[config.mk]
export PLATFORM = sky130hd
export DESIGN_NAME = mdp_front
export DESIGN_NICKNAME = d
export VERILOG_FILES = /design/src/rtl/mdp_pkg.sv /design/src/rtl/mdp_front.sv
export SDC_FILE = /design/constraint.sdc
export NUM_CORES = 1
export LEC_CHECK = 0
export CAP_MARGIN = 20
export CORE_ASPECT_RATIO = 1.5
export CORE_UTILIZATION = 45
export DETAILED_ROUTE_END_ITERATION = 7
export DONT_BUFFER_PORTS = 1
export GPL_TIMING_DRIVEN = 1
export PLACE_DENSITY = 0.66
export SYNTH_ARGS = -nofsm -noshare
export SYNTH_HDL_FRONTEND = slang
export SYNTH_SLANG_ARGS = --single-unit
export TNS_END_PERCENT = 10
[constraint.sdc]
create_clock -name clock -period 2.2 [get_ports clock]
set_input_delay 0.11 -clock clock [delete_from_list [all_inputs] [get_ports clock]]
set_output_delay 0.11 -clock clock [all_outputs]
set_load 0.02 [all_outputs]
[src/rtl/mdp_pkg.sv]
// Shared types, constants and constant functions of the Magnus dew point unit.
package mdp_pkg;

   // Sensor word that marks a missing reading.
   localparam logic [15:0] RAW_MISSING = 16'hFFFF;
   // Raw temperature that stands for zero degrees.
   localparam logic [15:0] T_OFFSET = 16'd400;
   localparam logic signed [16:0] T_OFFSET_S = 17'sd400;

   // Magnus coefficients, scaled by ten (a) and by ten or one thousand (b).
   localparam logic [6:0]  A10_POS  = 7'd75;
   localparam logic [6:0]  A10_NEG  = 7'd76;
   localparam logic [11:0] B10_POS  = 12'd2373;
   localparam logic [11:0] B10_NEG  = 12'd2407;
   localparam logic [17:0] B100_POS = 18'd237300;
   localparam logic [17:0] B100_NEG = 18'd240700;

   // log10(2) with 30 fraction bits.
   localparam int unsigned LOG10_2_Q30 = 323228497;
   // Saturation bound of the dew point in hundredths of a degree.
   localparam logic [13:0] DP_LIMIT = 14'd10000;

   // One classified sample as it travels from the front to the back.
   typedef struct packed {
      logic                bad;
      logic                neg;
      logic signed [16:0]  t10;
      logic [15:0]         h;
   } mdp_item_type;

   // Control bits that ride along the compute pipeline.
   typedef struct packed {
      logic valid;
      logic bad;
      logic neg;
   } mdp_side_type;

   // Flags of the final division stage.
   typedef struct packed {
      logic den_bad;
      logic vneg;
   } mdp_tail_type;

   // Fixed-point log2 of a constant, evaluated at elaboration only.
   function automatic longint unsigned log2_const(input int unsigned h,
                                                  input int frac_bits);
      int                e;
      longint unsigned   x;
      longint unsigned   fr;
      e  = 0;
      fr = 0;
      for (int i = 0; i < 15; i++) begin
         if ((h >> (i + 1)) != 0) begin
            e = i + 1;
         end
      end
      x = 64'(h) << (30 - e);
      for (int i = 0; i < frac_bits; i++) begin
         x  = (x * x) >> 30;
         fr = fr * 2;
         if (x >= (64'd1 << 31)) begin
            fr = fr + 1;
            x  = x >> 1;
         end
      end
      return (64'(e) << frac_bits) + fr;
   endfunction

endpackage

[src/rtl/mdp_front.sv]
// Front end: accepts sensor pairs, flags missing data and splits the temperature.
module mdp_front (
   input  logic                 clock,
   input  logic                 reset,
   input  logic                 req_push,
   output logic                 req_full,
   input  logic [15:0]          req_temperature_raw,
   input  logic [15:0]          req_humidity_raw,
   input  logic                 q_full,
   output logic                 q_push,
   output mdp_pkg::mdp_item_type q_item
);
   import mdp_pkg::*;

   logic         valid_ff;
   logic         valid_in;
   mdp_item_type item_ff;
   mdp_item_type item_in;
   logic         accept;
   logic         move;

   // The held item moves on whenever the queue has room.
   assign move     = valid_ff && !q_full;
   assign req_full = valid_ff && q_full;
   assign accept   = req_push && !req_full;
   assign valid_in = accept || (valid_ff && !move);

   // Classify the sample: missing words and zero humidity give no dew point.
   always_comb begin
      item_in.bad = (req_temperature_raw == RAW_MISSING) ||
                    (req_humidity_raw == RAW_MISSING) ||
                    (req_humidity_raw == 16'd0);
      item_in.neg = req_temperature_raw < T_OFFSET;
      item_in.t10 = $signed({1'b0, req_temperature_raw}) - T_OFFSET_S;
      item_in.h   = req_humidity_raw;
   end

   always_ff @(posedge clock) begin
      if (reset) begin
         valid_ff <= 1'b0;
      end else begin
         valid_ff <= valid_in;
      end
   end

   always_ff @(posedge clock) begin
      if (accept) begin
         item_ff <= item_in;
      end
   end

   assign q_push = move;
   assign q_item = item_ff;

endmodule

# Word level (Yosys, flattened, before mapping)
# Cells that the tools add are included.
# word_totals
register_bits	36
in_bits	36
output_inout_bits	37
# op_classes
n_addsub	1
magnitude_cmp	1
n_eq_ne	2
reduce_logical	11
# ops
op	n
16-bit equality test, second input constant	2
16-bit by 9-bit subtractor with 17-bit output, second input constant	1
16-bit logical NOT	1
16-bit by 9-bit less-than comparator with 1-bit output, second input constant	1
1-bit logical AND	4
1-bit logical NOT	3
1-bit logical OR	3

# Logic depth before layout (Yosys ltp)
# depth
ltp_word	5
mapped_depth	5
mapped_depth_nobuf	5

# Worst setup path after synthesis
# OpenSTA, ideal clock, no wires.
# synth_path
path_type	reg-to-reg
start	register valid_ff
end	register item_ff (netlist bit q_item[0]), enable pin
setup_ns	0.431
arrival_time_ns	2.105
required_time_ns	1.769
path_slack_ns	-0.336
path_stages_with_launch	3
n_path_buf	0
synth_period_minus_slack_ns	2.536
cell_sequence	dfxtp_1 and2_1 nor2b_1
# synth_between
elab_chain_cells	3
# synth_lines
item	line	text
start, declared	mdp_front.sv:15	logic valid_ff;
start signal, assigned	mdp_front.sv:42	valid_ff <= valid_in;
1-bit logical AND	mdp_front.sv:24	assign req_full = valid_ff && q_full;
net req_full	mdp_front.sv:6	output logic req_full,
1-bit logical NOT	mdp_front.sv:25	assign accept = req_push && !req_full;
1-bit logical AND	mdp_front.sv:25	
net accept	mdp_front.sv:19	logic accept;
end signal, assigned	mdp_front.sv:48	item_ff <= item_in;
end, declared	mdp_front.sv:17	mdp_item_type item_ff;
# The timed path passes the listed nets, and every way through them passes these cells.
# A chain may end at the register's enable or synchronous reset.

==> insert_results.sql <==
INSERT INTO impl_metrics (metric_group, metric, value, unit) VALUES
('cells_and_area', 'drive_above_1_share', '10.0', '%'),
('outcome', 'run_status', 'completed', ''),
('worst_setup_path', 'endpoint_kind', 'register', ''),
('synth', 'synth-adder-area-share', '1.73', '%'),
('place', 'placement.io_buffers', '0', ''),
('sta', 'final.setup_skew', '0.00382', 'ns'),
('grt', 'via_count_of_the_first_global_routing_pass', '907', ''),
('power', 'switching_power', '0.315', 'mW'),
('floorplanning', 'start_util', '48.7', '%'),
('cells_and_area', 'syn_to_final_growth', '27.8', '%'),
('power', 'power.static_leakage', '0.638', 'nW'),
('floorplanning', 'placeable_area', '0.00297', 'mm²'),
('power', 'powerDensity', '813', 'mW/mm²'),
('clock_tree', 'cts.reportedPaths.clkPinSlew', '0.06', 'ns'),
('clock_tree', 'cts_root_buf', 'sky130_fd_sc_hd__clkbuf_8', ''),
('synth', 'largest_family_of_logic_cells_by_synthesized_area', 'simple AND/OR/NAND/NOR gates', ''),
('floorplanning', 'rows', '24', ''),
('grt', 'maximum_number_of_pins_on_one_net_before_global_route_repair', '19', ''),
('detailed_routing', 'drt_first_iter_violations', '14', ''),
('worst_setup_path', 'required_worst_endpoint', '2.21', 'ns'),
('clock_tree', 'cts.path.max_buffers', '2', ''),
('floorplanning', 'die_height', '71.5', 'µm'),
('sta', 'relSlewSlack', '64.9', '%'),
('hold_path', 'worst_hold_path.num_cells', '1', ''),
('grt', 'wire_length_of_the_first_global_routing_pass', '4030', 'µm'),
('synth', 'post_synth.cell_area_avg', '16.5', 'µm²'),
('hold_path', 'holdCritPathClass', 'in -> reg', ''),
('synth', 'synth-compound-area-share', '2.51', '%'),
('clock_tree', 'tritoncts', 'built', ''),
('hold_path', 'hold_path_startpoint', 'req_temperature_raw[15]', ''),
('floorplanning', 'io_pins', '73', ''),
('grt', 'grt.overflow.total', '0', ''),
('synth', 'syn-num-nets', '126', ''),
('job', 'max-cap-violations', '0', ''),
('detailed_routing', 'detail_route.wirelength', '2580', 'µm'),
('worst_setup_path', 'worst_r2r_startpoint', 'valid_ff$_SDFF_PP0_', ''),
('synth', 'synth_mux_area_share', '0', '%'),
('power', 'worst_ir_drop_vdd', '409', 'µV'),
('worst_setup_path', 'worstPathCellList', 'dlygate4sd3_1 -> inv_1 -> ha_1 -> nand2b_1 -> a2111oi_0 -> xor2_1', ''),
('sta', 'layout_worst_path_cycle_share', '74.9', '%'),
('synth', 'synthDominantCellAreaShare', '72.6', '%'),
('detailed_routing', 'tritonroute_pass_1_iters', '4', ''),
('worst_setup_path', 'cp_slowest_cell', 'sky130_fd_sc_hd__dlygate4sd3_1', ''),
('detailed_routing', 'detail_route.vias_per_cell', '5.51', ''),
('sta', 'setup_repair_after_global_routing_missed_its_margin', 'no', ''),
('sta', 'final-max-slew-violation-count', '0', ''),
('cells_and_area', 'final_util', '62.2', '%'),
('sta', 'finalSetupViolations', '0', ''),
('worst_setup_path', 'reg2reg_depth', '4', ''),
('synth', 'post_synth_num_cell_types', '25', ''),
('grt', 'number_of_antenna_violations_at_the_first_check_in_global_routing', '0', ''),
('cells_and_area', 'final_design_area_no_fill', '0.00185', 'mm²'),
('power', 'combinationalPowerShare', '6.1', '%'),
('floorplanning', 'fp.dieArea', '0.00345', 'mm²'),
('place', 'placer_s_final_routability_congestion_estimate', '0.757', ''),
('sta', 'final-hold-violation-count', '0', ''),
('detailed_routing', 'route.vias.total', '876', ''),
('hold_path', 'hold_end', 'q_item[33]$_DFFE_PP_', ''),
('detailed_routing', 'wire_per_inst', '16.3', 'µm'),
('synth', 'ys_top_cells_by_area', 'sky130_fd_sc_hd__edfxtp_1, sky130_fd_sc_hd__xor2_1, sky130_fd_sc_hd__nand4_1', ''),
('detailed_routing', 'route.detailed.drc', '0', ''),
('worst_setup_path', 'critical_path_class', 'in -> reg', ''),
('sta', 'post-route-min-period', '1.65', 'ns'),
('clock_tree', 'post-cts-setup-buffer-count', '0', ''),
('power', 'p_seq_share', '58.2', '%'),
('power', 'internal_power', '1.19', 'mW'),
('synth', 'synthesized_area_fraction_occupied_by_xor_and_xnor_cells', '6.05', '%'),
('place', 'dp_hpwl', '1950', 'µm'),
('synth', 'syn-instance-count', '88', ''),
('synth', 'synth_top_cell_by_area', 'sky130_fd_sc_hd__edfxtp_1', ''),
('synth', 'netlist_area', '0.00145', 'mm²');
==> cell usage in the layout, fill, tap and decap left out, drive strengths merged <==
| cell | instances |
|---|---|
| edfxtp | 35 |
| dlygate4sd3 | 23 |
| nand4 | 8 |
| xor2 | 7 |
| clkbuf | 5 |
| nor4 | 5 |
| inv | 3 |
| nor3 | 3 |
| xnor2 | 3 |
| nor2b | 3 |
| or4 | 3 |
| and2 | 2 |
| nand3 | 2 |
| nor2 | 2 |
| ha | 2 |
| clkinv | 2 |
| buf | 2 |
| nand2b | 1 |
| a21oi | 1 |
| nor4b | 1 |
| o311a | 1 |
| a211oi | 1 |
| or3 | 1 |
| a2111oi | 1 |
| nand2 | 1 |
| bufinv | 1 |
| dfxtp | 1 |
==> routing by layer <==
layer,routed length (µm),vias to the layer above,global-route usage (%)
met5,0,-,0
met4,83,0,11.8
met3,189,8,4.46
met2,1440,51,29.0
met1,872,408,16.2
li1,-,409,-
==> worst max-delay path, delay by kind of cell <==
family,cells,cell delay [ns]
AOI/OAI and AO/OA,1,0.52
xor gates and xnor gates,1,0.12
adders and majority gates,1,0.18
and+or+nand+nor,1,0.13
buffers and inverters,2,0.60
==> stage by stage <==
step / instances / worst slack, ns
global route: 159 / 0.469
CTS: 159 / 0.507
finish: 159 / 0.552
floorplan: 88 / 0.323
detailed placement: 128 / 0.773
global placement: 128 / 0.887
==> timing repair <==
action                    in CTS  in global routing
hold buffers                  23                  0
resized for setup              0                  0
hold endpoints to repair      22                  0
==> kinds of logic (layout without fill, tap and decap cells) <==
kind of cell,after synthesis,after routing
compound gates,4,4
simple gates,32,32
fa+ha+maj,2,2
xor+xnor,10,10
buf+inv,4,36
flops,36,36
==> worst max path at each step <==
stage	startpoint	to	slack [ns]	cells after the start
3_5_place_dp	req_temperature_raw[4]	q_item[28]$_DFFE_PP_	0.77	5
6_report	req_temperature_raw[4]	q_item[28]$_DFFE_PP_	0.55	6
2_1_floorplan	valid_ff$_SDFF_PP0_	q_item[0]$_DFFE_PP_	0.32	2
5_1_grt	req_temperature_raw[4]	q_item[28]$_DFFE_PP_	0.47	6
4_1_cts	req_temperature_raw[4]	q_item[28]$_DFFE_PP_	0.51	6
3_3_place_gp	req_temperature_raw[4]	q_item[28]$_DFFE_PP_	0.89	5
==> flip-flops by register name (all words and copies together), names as in the netlist <==
register  cells
valid_ff      1
q_item       35
==> cell usage after synthesis (all sizes together) <==
| cell | number |
|---|---|
| nor2b | 3 |
| nand2b | 1 |
| nor4 | 5 |
| or3 | 1 |
| dfxtp | 1 |
| xor2 | 7 |
| nor2 | 2 |
| nand4 | 8 |
| nor3 | 3 |
| ha | 2 |
| buf | 1 |
| nand2 | 1 |
| or4 | 3 |
| xnor2 | 3 |
| nor4b | 1 |
| o311a | 1 |
| inv | 3 |
| a21oi | 1 |
| a211oi | 1 |
| nand3 | 2 |
| and2 | 2 |
| a2111oi | 1 |
| edfxtp | 35 |
==> power groups by stage <==
stage                     combinational, mW  clock [mW]  sequential (mW)
final                                0.0922       0.536            0.876
after detailed placement             0.0601           0            0.893
after CTS                            0.0935       0.547            0.878
after global placement               0.0596           0            0.892
after floorplan                      0.0487           0            0.886
after global routing                  0.101       0.576            0.879
==> area by class of cell <==
type,instances,area [µm²]
multi-input combinational,48,368
fill,232,1120
clock inverter,3,37.5
sequential,36,1070
inverter,3,11.3
tap,39,48.8
timing repair buffer,25,245
clock buffer,5,68.8
Note: power is estimated with default switching activity, not from simulation.
