**src/rtl/mdp_pkg.sv**
```systemverilog
// Shared types, constants and constant functions of the Magnus dew point unit.
package mdp_pkg;

   // Sensor word that marks a missing reading.
   localparam logic [15:0] RAW_MISSING = 16'hFFFF;
   // Raw temperature that stands for zero degrees.
   localparam logic [15:0] T_OFFSET = 16'd400;
   localparam logic signed [16:0] T_OFFSET_S = 17'sd400;

   // Magnus coefficients, scaled by ten (a) and by ten or one thousand (b).
   localparam logic [6:0]  A10_POS  = 7'd75;
   localparam logic [6:0]  A10_NEG  = 7'd76;
   localparam logic [11:0] B10_POS  = 12'd2373;
   localparam logic [11:0] B10_NEG  = 12'd2407;
   localparam logic [17:0] B100_POS = 18'd237300;
   localparam logic [17:0] B100_NEG = 18'd240700;

   // log10(2) with 30 fraction bits.
   localparam int unsigned LOG10_2_Q30 = 323228497;
   // Saturation bound of the dew point in hundredths of a degree.
   localparam logic [13:0] DP_LIMIT = 14'd10000;

   // One classified sample as it travels from the front to the back.
   typedef struct packed {
      logic                bad;
      logic                neg;
      logic signed [16:0]  t10;
      logic [15:0]         h;
   } mdp_item_type;

   // Control bits that ride along the compute pipeline.
   typedef struct packed {
      logic valid;
      logic bad;
      logic neg;
   } mdp_side_type;

   // Flags of the final division stage.
   typedef struct packed {
      logic den_bad;
      logic vneg;
   } mdp_tail_type;

   // Fixed-point log2 of a constant, evaluated at elaboration only.
   function automatic longint unsigned log2_const(input int unsigned h,
                                                  input int frac_bits);
      int                e;
      longint unsigned   x;
      longint unsigned   fr;
      e  = 0;
      fr = 0;
      for (int i = 0; i < 15; i++) begin
         if ((h >> (i + 1)) != 0) begin
            e = i + 1;
         end
      end
      x = 64'(h) << (30 - e);
      for (int i = 0; i < frac_bits; i++) begin
         x  = (x * x) >> 30;
         fr = fr * 2;
         if (x >= (64'd1 << 31)) begin
            fr = fr + 1;
            x  = x >> 1;
         end
      end
      return (64'(e) << frac_bits) + fr;
   endfunction

endpackage

```
**src/rtl/mdp_queue.sv**
```systemverilog
// Two-entry queue that decouples the front end from the compute pipeline.
module mdp_queue (
   input  logic                  clock,
   input  logic                  reset,
   input  logic                  push,
   input  mdp_pkg::mdp_item_type push_item,
   output logic                  full,
   input  logic                  pop,
   output logic                  empty,
   output mdp_pkg::mdp_item_type head
);
   import mdp_pkg::*;

   mdp_item_type slot_ff [2];
   logic         wr_ptr_ff, wr_ptr_in;
   logic         rd_ptr_ff, rd_ptr_in;
   logic [1:0]   count_ff, count_in;
   logic         do_push;
   logic         do_pop;

   assign full    = count_ff == 2'd2;
   assign empty   = count_ff == 2'd0;
   assign head    = slot_ff[rd_ptr_ff];
   assign do_push = push && !full;
   assign do_pop  = pop && !empty;

   // Pointer and fill count update.
   always_comb begin
      wr_ptr_in = do_push ? !wr_ptr_ff : wr_ptr_ff;
      rd_ptr_in = do_pop ? !rd_ptr_ff : rd_ptr_ff;
      case ({do_push, do_pop})
         2'b10:   count_in = count_ff + 2'd1;
         2'b01:   count_in = count_ff - 2'd1;
         default: count_in = count_ff;
      endcase
   end

   always_ff @(posedge clock) begin
      if (reset) begin
         wr_ptr_ff <= 1'b0;
         rd_ptr_ff <= 1'b0;
         count_ff  <= 2'd0;
      end else begin
         wr_ptr_ff <= wr_ptr_in;
         rd_ptr_ff <= rd_ptr_in;
         count_ff  <= count_in;
      end
   end

   always_ff @(posedge clock) begin
      if (do_push) begin
         slot_ff[wr_ptr_ff] <= push_item;
      end
   end

endmodule

```
**config.mk**
```make
export PLATFORM = sky130hd
export DESIGN_NAME = mdp_queue
export DESIGN_NICKNAME = d
export VERILOG_FILES = /design/src/rtl/mdp_pkg.sv /design/src/rtl/mdp_queue.sv
export SDC_FILE = /design/constraint.sdc
export NUM_CORES = 1
export LEC_CHECK = 0
export BUFFER_PORTS_ARGS = -buffer_cell sky130_fd_sc_hd__buf_2
export CAP_MARGIN = 20
export CORE_MARGIN = 3
export CORE_UTILIZATION = 45
export DETAILED_ROUTE_END_ITERATION = 16
export PLACE_DENSITY = 0.76
export SLEW_MARGIN = 20
export SYNTH_ARGS = -nofsm -noshare
export SYNTH_HDL_FRONTEND = slang
export SYNTH_SLANG_ARGS = --single-unit
```
**constraint.sdc**
```tcl
create_clock -name clock -period 2.7 [get_ports clock]
set_clock_uncertainty 0.15 [all_clocks]
set_input_delay 0.27 -clock clock [delete_from_list [all_inputs] [get_ports clock]]
set_output_delay 0.27 -clock clock [all_outputs]
set_load 0.005 [all_outputs]
```
# Word level (Yosys, flattened, before mapping)

Memories as Yosys holds them, arrays and structs flattened. A register that Yosys moved wholly into a read port is not among the register bits.
Index checks and enable logic that the tools add are counted.

Bits in registers: 4
Latch bits: 0
Memory bits (writable): 70
Memory bits (read-only): 0
Bits of input ports: 39
Output and inout port bits: 37
Word-level logic and storage cells: 22
Memories: 1

Memories:

| memory  | words | bits a word | rd ports | clocked after memory_dff | wr ports | RTL line        | source |
|---|---|---|---|---|---|---|---|
| slot_ff | 2     | 35          | 1        | 1                        | 1        | mdp_queue.sv:14 | `mdp_item_type slot_ff [2];` |

Add/sub/neg operators: 2
Multipliers: 0
Divide/modulo/power cells: 0
Order comparisons: 0
Equality and inequality tests: 3
Shifts and indexed selects: 0
Muxes and demuxes: 5
Bitwise logic cells: 0
Reduce and logical (&&, ||, !) cells: 8

Operator list:

| kind                                                                  | number |
|---|---|
| 2-bit equality test, second input constant                            | 2 |
| 1-bit logical NOT                                                     | 4 |
| 1-bit 2-to-1 mux                                                      | 4 |
| 2-bit case mux with 2 select lines                                    | 1 |
| 2-bit by 1-bit adder with 2-bit output, second input constant         | 1 |
| 2-bit by 1-bit equality test with 1-bit output, second input constant | 1 |
| 1-bit logical AND                                                     | 2 |
| 2-bit logical NOT                                                     | 1 |
| 2-bit nonzero test                                                    | 1 |
| 2-bit by 1-bit subtractor with 2-bit output, second input constant    | 1 |

# Logic depth before layout (Yosys ltp)

Gate-level depths: netlist of run 1.

Depth after elaboration: 5
Gate-level depth with buffers: 6
Gate-level depth less buffers: 6

# Least setup slack after synthesis of run 1

Ideal clock, no wire load.

Path type: flip-flop to flip-flop
Start point: reg count_ff[0]
End point: mem slot_ff[0][0] (netlist name), enable pin
Library setup time: 390 ps
Arrival: 1,604 ps
Required time: 2,160 ps
Path slack: 556 ps
Cell stages (with the launch flop): 5
Path buffers: 0
Period minus slack after synthesis: 2,144 ps
Cell sequence: dfxtp_1 -> nand2b_2 -> inv_2 -> or3_1 -> inv_1

Longest elaborated chain between the ends: 5

RTL lines:

| what                                   | RTL line        | source |
|---|---|---|
| start: declaration                     | mdp_queue.sv:17 | `logic [1:0] count_ff, count_in;` |
| start signal: assignment               | mdp_queue.sv:46 | `count_ff <= count_in;` |
| 2-bit equality test                    | mdp_queue.sv:21 | `assign full = count_ff == 2'd2;` |
| via full                               | mdp_queue.sv:7  | `output logic full,` |
| 1-bit logical NOT                      | mdp_queue.sv:24 | `assign do_push = push && !full;` |
| 1-bit logical AND                      | mdp_queue.sv:24 |  |
| 1-bit 2-to-1 mux                       | mdp_queue.sv:51 | `if (do_push) begin` |
| 1-bit 2-to-1 mux (not written as such) | mdp_queue.sv:52 | `slot_ff[wr_ptr_ff] <= push_item;` |
| end: declaration                       | mdp_queue.sv:14 |  |

The timed path passes the listed nets, and every way through them passes these cells.

==> flow_metrics.py, run 1 <==
metrics = {
    "run_status": {
        "status": "completed",
    },
    "setup_path": {
        "path_cells": "buf_4 -> mux2_1 -> buf_2",
        "timing.critical_path.arrival_ns": 1.61,
        "crit_fanout": 17,
        "worst_path_max_delay_cell": "sky130_fd_sc_hd__dfxtp_2",
        "slowest_delay_ns": 0.46,
        "timing.setup.critical_path_class": "register to output port",
        "path_buf_inv": 2,
        "launching_element_type_of_the_critical_path": "register",
        "crit_required_ns": 2.28,
        "cp-end-kind": "output port",
        "worst_path_dominant_cell_family": "flip-flops",
    },
    "cts": {
        "cts_tree": "done",
        "cts-root-buf": "sky130_fd_sc_hd__clkbuf_8",
        "tritoncts.num_buffers": 9,
        "numClockSinks": 75,
        "clock_pin_transition_on_the_worst_setup_and_hold_timing_paths_ns": 0.07,
        "postCtsHoldBufs": 36,
        "ctsHtreeMaxLevel": 3,
        "ctsResizeCount": 0,
        "post-cts-setup-buffers": 0,
        "cts_buffer_depth": 2,
        "clkLatencyLatePin_ns": 0.34,
    },
    "synth": {
        "ys.warnings.count": 0,
        "synth_nets": 175,
        "ys_seq_elements": 75,
        "yosys-top-cells-area": "sky130_fd_sc_hd__edfxtp_1 (77%), sky130_fd_sc_hd__mux2_2 (8.2%), sky130_fd_sc_hd__mux2_1 (6.2%), sky130_fd_sc_hd__dfxtp_1 (3.7%), sky130_fd_sc_hd__buf_2 (0.73%)",
        "synthMostInstantiatedCell": "sky130_fd_sc_hd__edfxtp_1",
        "synth_enable_flop_cells": 70,
        "netlist.area_leader.share_pct": 76.7,
        "synth_largest_area_cell": "sky130_fd_sc_hd__edfxtp_1",
        "ys_types": 18,
        "syn-mean-instance-area_um2": 20.3,
        "synth_sequential_area_ratio_pct": 80.4,
        "synth_async_sr_flop_share_pct": 0,
        "yosys_most_used_dff": "sky130_fd_sc_hd__edfxtp_1",
        "cell_area_after_synthesis_mm2": 0.00274,
        "postSynthCellCount": 135,
        "top_post_synthesis_cells_by_count": "sky130_fd_sc_hd__edfxtp_1 (70), sky130_fd_sc_hd__mux2_2 (20), sky130_fd_sc_hd__mux2_1 (15)",
    },
    "route": {
        "drt-pass1-iter-count": 4,
        "antenna_left": 0,
        "vias": 1568,
        "route.detailed.vias_per_inst": 4.69,
        "drcViolationCount": 0,
        "drt_iter0_drc": 41,
        "wl_um": 5100,
        "wl_per_cell_um": 15.3,
    },
    "floorplan": {
        "dieHeight_um": 84.0,
        "fp.coreArea_mm2": 0.00571,
        "core.rowCount": 27,
        "num_io_pins": 76,
        "initial_utilization_pct": 48.0,
        "die_area_mm2": 0.00706,
        "dieWidth_um": 84.0,
    },
    "sta": {
        "fin_setup_tns_ns": 0,
        "setup_repair_after_global_routing_missed_its_margin": "no",
        "worstMarginPinSlew_ns": 0.383,
        "final_hold_viol_count": 0,
        "timing.final.setup_violations": 0,
        "fmax_mhz": 493,
        "timing.final.max_slew_violations": 0,
        "timing.max_slew.rel_slack_pct": 74.4,
        "final_min_period_over_clock_period_pct": 75.2,
        "final.min_clock_period_ns": 2.03,
    },
    "global_route": {
        "track_usage_pct": 15.4,
        "grt.overflow.total": 0,
        "antenna_found_initial": 0,
        "first_pass_grt_wire_length_um": 8050,
        "grt_max_degree": 28,
        "vias_in_the_first_global_route": 1627,
    },
    "pwr": {
        "power.leakage_uw": 0.00144,
        "powerDensity_mw_per_mm2": 811,
        "finalPower_uw": 3040,
        "worst_voltage_drop_across_the_vdd_grid_mv": 0.531,
    },
    "min_path": {
        "min-delay-path-class": "input pin to register",
    },
    "cells_and_area": {
        "layout-drive-gt1-share_pct": 43.9,
        "stdcell_count": 334,
        "flow.area_growth_from_synthesis_pct": 36.7,
        "nFillCells": 402,
        "final_nets": 297,
        "n_antenna_cell": 0,
    },
    "placement": {
        "numPlacedInstances": 282,
        "dp_hpwl_um": 3260,
        "placement.io_buffers": 75,
        "globalplace.congestion": 0.693,
    },
    "flow_run": {
        "max_cap_violations": 0,
    },
}
[cell type report]
cell class                      count  area [um^2]  area share (%)
Sequential cell                    75         2200            58.8
Timing Repair Buffer              115          778            20.8
Multi-Input combinational cell     53          508            13.6
Clock buffer                       13          139            3.71
Tap cell                           72         90.1            2.41
Clock inverter                      3         15.0           0.401
Inverter                            3         11.3           0.301
[logic make-up after synthesis]
kind of cell | count (synthesis) | share of synthesized area (%)
simple gates | 9 | 1.69
compound gates | 5 | 1.00
buf+inv | 7 | 1.14
mux | 35 | 14.4
flops | 75 | 80.4
xor+xnor | 3 | 0.959
fa+ha+maj | 1 | 0.457
[report_power, final]
part | leakage [uW] | switching (uW) | total (uW) | internal (uW)
registers | 0.000697 | 72.9 | 1540 | 1470
logic | 0.000667 | 369 | 799 | 430
clock network | 0.0000812 | 362 | 692 | 330
total | 0.00144 | 803 | 3040 | 2230
[final timing paths]
kind | startpoint | end | slack, ns | depth (start not counted)
worst min-delay path | push | wr_ptr_ff | 0.17 | 4
worst max-delay path | register | head[30] | 0.67 | 3
worst min register to register | wr_ptr_ff | wr_ptr_ff | 0.34 | 2
worst max register to register | count_ff[0] | slot_ff[0][11] | 0.71 | 5
[worst min-delay path, cell delays in order]
cell and delay, ns:
sky130_fd_sc_hd__buf_2 0.11, sky130_fd_sc_hd__inv_1 0.05, sky130_fd_sc_hd__or3_1 0.11, sky130_fd_sc_hd__a21oi_1 0.06
[routing by layer]
| layer | vias to the layer above | part of all wire (%) | track usage [%] |
|---|---|---|---|
| li1 | 764 | - | - |
| met1 | 743 | 41 | 17.5 |
| met2 | 50 | 51 | 25.9 |
| met3 | 11 | 5.1 | 4.05 |
| met4 | 0 | 2.7 | 9.06 |
| met5 | - | 0 | 0 |
[flip-flops by register name (all words and copies together) (netlist names), named ones only]
name,flops
wr_ptr_ff,1
rd_ptr_ff,1
slot_ff,70
count_ff,2
[layout by cell type (no fill, tap or decap)]
master / instances
sky130_fd_sc_hd__buf_12: 1
sky130_fd_sc_hd__mux2_1: 15
sky130_fd_sc_hd__dfxtp_2: 1
sky130_fd_sc_hd__o21ai_0: 2
sky130_fd_sc_hd__clkbuf_8: 9
sky130_fd_sc_hd__nand2b_2: 1
sky130_fd_sc_hd__buf_4: 3
sky130_fd_sc_hd__inv_1: 2
sky130_fd_sc_hd__dlygate4sd3_1: 36
sky130_fd_sc_hd__clkbuf_1: 4
sky130_fd_sc_hd__buf_2: 75
sky130_fd_sc_hd__dfxtp_1: 4
sky130_fd_sc_hd__a21oi_1: 2
sky130_fd_sc_hd__nand2_1: 1
sky130_fd_sc_hd__inv_2: 1
sky130_fd_sc_hd__o21a_1: 1
sky130_fd_sc_hd__clkinv_2: 3
sky130_fd_sc_hd__and3_2: 1
sky130_fd_sc_hd__ha_1: 1
sky130_fd_sc_hd__nor2_1: 4
sky130_fd_sc_hd__edfxtp_1: 70
sky130_fd_sc_hd__xnor2_1: 2
sky130_fd_sc_hd__xor2_1: 1
sky130_fd_sc_hd__or3_1: 2
sky130_fd_sc_hd__mux2_2: 20
[per-stage QoR]
step	instance area, um^2	worst slack, ns	hold WS [ns]	util [%]
after floorplan	2740	0.556	0.189	-
after global placement	3230	0.780	0.310	56.6
after detailed placement	3230	0.723	0.312	56.6
after CTS	3740	0.640	0.153	65.6
after global routing	3740	0.562	0.201	65.6
final	3740	0.670	0.171	65.6
Power figures use the tool's default switching activity.
==> inputs of run 2 (changes only) <==
- ABC_AREA: not set -> 1
- PLACE_DENSITY: 0.76 -> 0.78
- clock period: 2.7 -> 1.8 ns (I/O delays scaled with it)
==> run 2 against run 1 <==
  * Area after synthesis rose by 6.8%
  * Final cell count increased by 5.7%
  * Wire length shrank 3.9%
  * Combinational power rose by 25%
  * Critical path depth stayed put
  * Non-clock buffer count up 2
  * Via count increased by 3.4%
  * Sequential power up 43%
  * Register-to-register slack got worse by 0.56 ns
  * Synthesized cell count is 10% higher
  * Power rose by 49%
==> flow_metrics.py, run 2 <==
metrics = {
    "run_status": {
        "status": "completed",
    },
    "sta": {
        "final_min_period_over_clock_period_pct": 94.9,
        "final_hold_viol_count": 0,
        "fin_hold_ws_ns": 0.0740,
        "timing.max_slew.rel_slack_pct": 85.1,
        "timing.final.max_slew_violations": 0,
        "worstMarginPinSlew_ns": 0.223,
        "timing.final.setup_violations": 0,
        "final.min_clock_period_ns": 1.71,
        "fmax_mhz": 585,
        "fin_setup_tns_ns": 0,
    },
    "cells_and_area": {
        "final_nets": 313,
        "n_antenna_cell": 0,
        "layout-drive-gt1-share_pct": 48.2,
        "multi_input_comb_area_um2": 626,
        "layout_common_cells": "sky130_fd_sc_hd__buf_2 (75), sky130_fd_sc_hd__edfxtp_1 (70), sky130_fd_sc_hd__dlygate4sd3_1 (36)",
        "reg_top3": "slot_ff: 70 flops, count_ff: 2 flops",
        "final_cell_area_mm2": 0.00400,
        "nFillCells": 437,
        "layout_commonest_cell": "sky130_fd_sc_hd__buf_2",
        "registers.top_by_ff_count": "slot_ff",
        "flow.area_growth_from_synthesis_pct": 36.8,
        "sequential_cell_area_mm2": 0.00221,
        "stdcell_count": 353,
        "largest_register_ffs": 70,
    },
    "route": {
        "wl_per_cell_um": 13.9,
        "drt_iter0_drc": 47,
        "antenna_left": 0,
        "drcViolationCount": 0,
        "wl_um": 4900,
        "vias": 1622,
        "drt-pass1-iter-count": 4,
        "route.detailed.vias_per_inst": 4.59,
    },
    "setup_path": {
        "slowest_delay_ns": 0.38,
        "path_buf_inv": 2,
        "timing.critical_path.arrival_ns": 1.38,
        "worst_path_max_delay_cell": "sky130_fd_sc_hd__dfxtp_2",
        "cp-end-kind": "output port",
        "path_cells": "buf_12 -> mux2_2 -> buf_2",
        "timing.setup.critical_path_class": "register to output port",
        "crit_required_ns": 1.47,
        "launching_element_type_of_the_critical_path": "register",
        "crit_fanout": 19,
        "worst_path_dominant_cell_family": "flip-flops",
    },
    "global_route": {
        "grt.overflow.total": 0,
        "antenna_found_initial": 0,
        "first_pass_grt_wire_length_um": 7690,
        "vias_in_the_first_global_route": 1669,
        "track_usage_pct": 14.2,
        "grt_max_degree": 22,
    },
    "placement": {
        "dp_hpwl_um": 3250,
        "globalplace.congestion": 0.711,
        "dpl-instance-area_mm2": 0.00342,
        "numPlacedInstances": 301,
        "placement.io_buffers": 75,
    },
    "cts": {
        "ctsHtreeMaxLevel": 3,
        "cts-root-buf": "sky130_fd_sc_hd__clkbuf_8",
        "clkLatencyLatePin_ns": 0.33,
        "post-cts-setup-buffers": 0,
        "cts_tree": "done",
        "clock_pin_transition_on_the_worst_setup_and_hold_timing_paths_ns": 0.07,
        "numClockSinks": 75,
        "cts_buffer_depth": 2,
        "tritoncts.num_buffers": 9,
    },
    "synth": {
        "yosys-top-cells-area": "sky130_fd_sc_hd__edfxtp_1 (72%), sky130_fd_sc_hd__mux2_4 (15%), sky130_fd_sc_hd__dfxtp_1 (3.4%), sky130_fd_sc_hd__buf_12 (2.1%), sky130_fd_sc_hd__mux2_2 (1.9%)",
        "synth_largest_area_cell": "sky130_fd_sc_hd__edfxtp_1",
        "ys_types": 13,
        "syn-mean-instance-area_um2": 19.6,
        "synthMostInstantiatedCell": "sky130_fd_sc_hd__edfxtp_1",
        "synth_sequential_area_ratio_pct": 75.3,
        "top_post_synthesis_cells_by_count": "sky130_fd_sc_hd__edfxtp_1 (70), sky130_fd_sc_hd__mux2_4 (30), sky130_fd_sc_hd__nor2_1 (14)",
        "synth_enable_flop_cells": 70,
        "synth_async_sr_flop_share_pct": 0,
        "ys.warnings.count": 0,
        "cell_area_after_synthesis_mm2": 0.00293,
        "ys_seq_elements": 75,
        "netlist.area_leader.share_pct": 71.9,
        "yosys_most_used_dff": "sky130_fd_sc_hd__edfxtp_1",
        "synth_nets": 189,
        "postSynthCellCount": 149,
    },
    "floorplan": {
        "die_area_mm2": 0.00750,
        "num_io_pins": 76,
        "core.rowCount": 28,
        "fp.coreArea_mm2": 0.00610,
        "initial_utilization_pct": 48.0,
        "dieWidth_um": 86.6,
        "dieHeight_um": 86.6,
    },
    "min_path": {
        "min-delay-path-class": "input pin to register",
    },
    "pwr": {
        "powerDensity_mw_per_mm2": 1130,
        "power.leakage_uw": 0.00162,
        "worst_voltage_drop_across_the_vdd_grid_mv": 0.600,
    },
    "flow_run": {
        "max_cap_violations": 0,
    },
}
run 2: cell types whose count changed in the layout (fill, tap and decap cells not counted), sizes merged, moves of 2 or more:
cell and delta:
or3 -2, clkinvlp +2, inv +5, clkbuf -3
nand2 +7, bufinv +2, nor2 +10, xnor2 -2
buf +2
run 2: layout make-up:
cell class,count,share of cell area (%)
tap,75,2.35
timing repair buffer,117,20.8
clock inverter,6,2.00
clock buffer,10,3.19
inverter,9,0.938
multi-input combinational,61,15.6
sequential,75,55.1
run 2: worst paths after layout:
check / from / endpoint / slack (ns) / cells after the start
worst max register to register: count_ff[0] / count_ff[1] / 0.15 / 9
worst min register to register: rd_ptr_ff / register / 0.35 / 2
worst max-delay path: register / head[32] / 0.09 / 3
worst min-delay path: push / wr_ptr_ff / 0.07 / 5
run 2: metrics by stage:
step           util, %  setup slack, ns  total power, uW
3_3_place_gp      56.1            0.266             3150
3_5_place_dp      56.1            0.140             3180
4_1_cts           65.5           0.0186             4570
2_1_floorplan        -           0.0372             2860
6_report          65.6           0.0918             4530
5_1_grt           65.6         -0.00853             4770
run 2: routing by layer:
layer  global-route usage (%)  up-vias  wire [um]
met5                        0        -          0
met4                     9.63        0        118
met3                     3.14       10        223
met1                     15.1      762       1850
met2                     25.1       50       2700
li1                         -      800          -
run 2: report_power, final:
group          total (uW)  switching, uW  internal, uW
Clock                1320            553           769
Sequential           2200           70.2          2130
Combinational        1000            427           575
Total                4530           1050          3480
run 2: worst reg2reg max path, cell delays in order, from the launching register on:
cell                      delay, ns
sky130_fd_sc_hd__dfxtp_2       0.38
sky130_fd_sc_hd__nor2_1        0.08
sky130_fd_sc_hd__nor2_1        0.17
sky130_fd_sc_hd__inv_1         0.11
sky130_fd_sc_hd__ha_1          0.32
sky130_fd_sc_hd__inv_1         0.08
sky130_fd_sc_hd__nand2_1       0.05
sky130_fd_sc_hd__nor2_1        0.09
sky130_fd_sc_hd__nor2_1        0.05
sky130_fd_sc_hd__nor2_1        0.10
run 2: repair_timing:
item,CTS,global route
hold buffers,36,0
gates resized for setup,1,4
endpoints found under the setup margin,12,5
endpoints found under the hold margin,75,0
run 2: cells by family after synthesis:
group                    count (synthesis)  share of synthesized area, %
multiplexers                            35                          17.3
adder cells (fa/ha/maj)                  1                         0.428
buffers and inverters                   13                          3.59
AND/OR/NAND/NOR                         23                          3.04
flip-flops                              75                          75.3
AO/OA/AOI/OAI                            2                         0.342
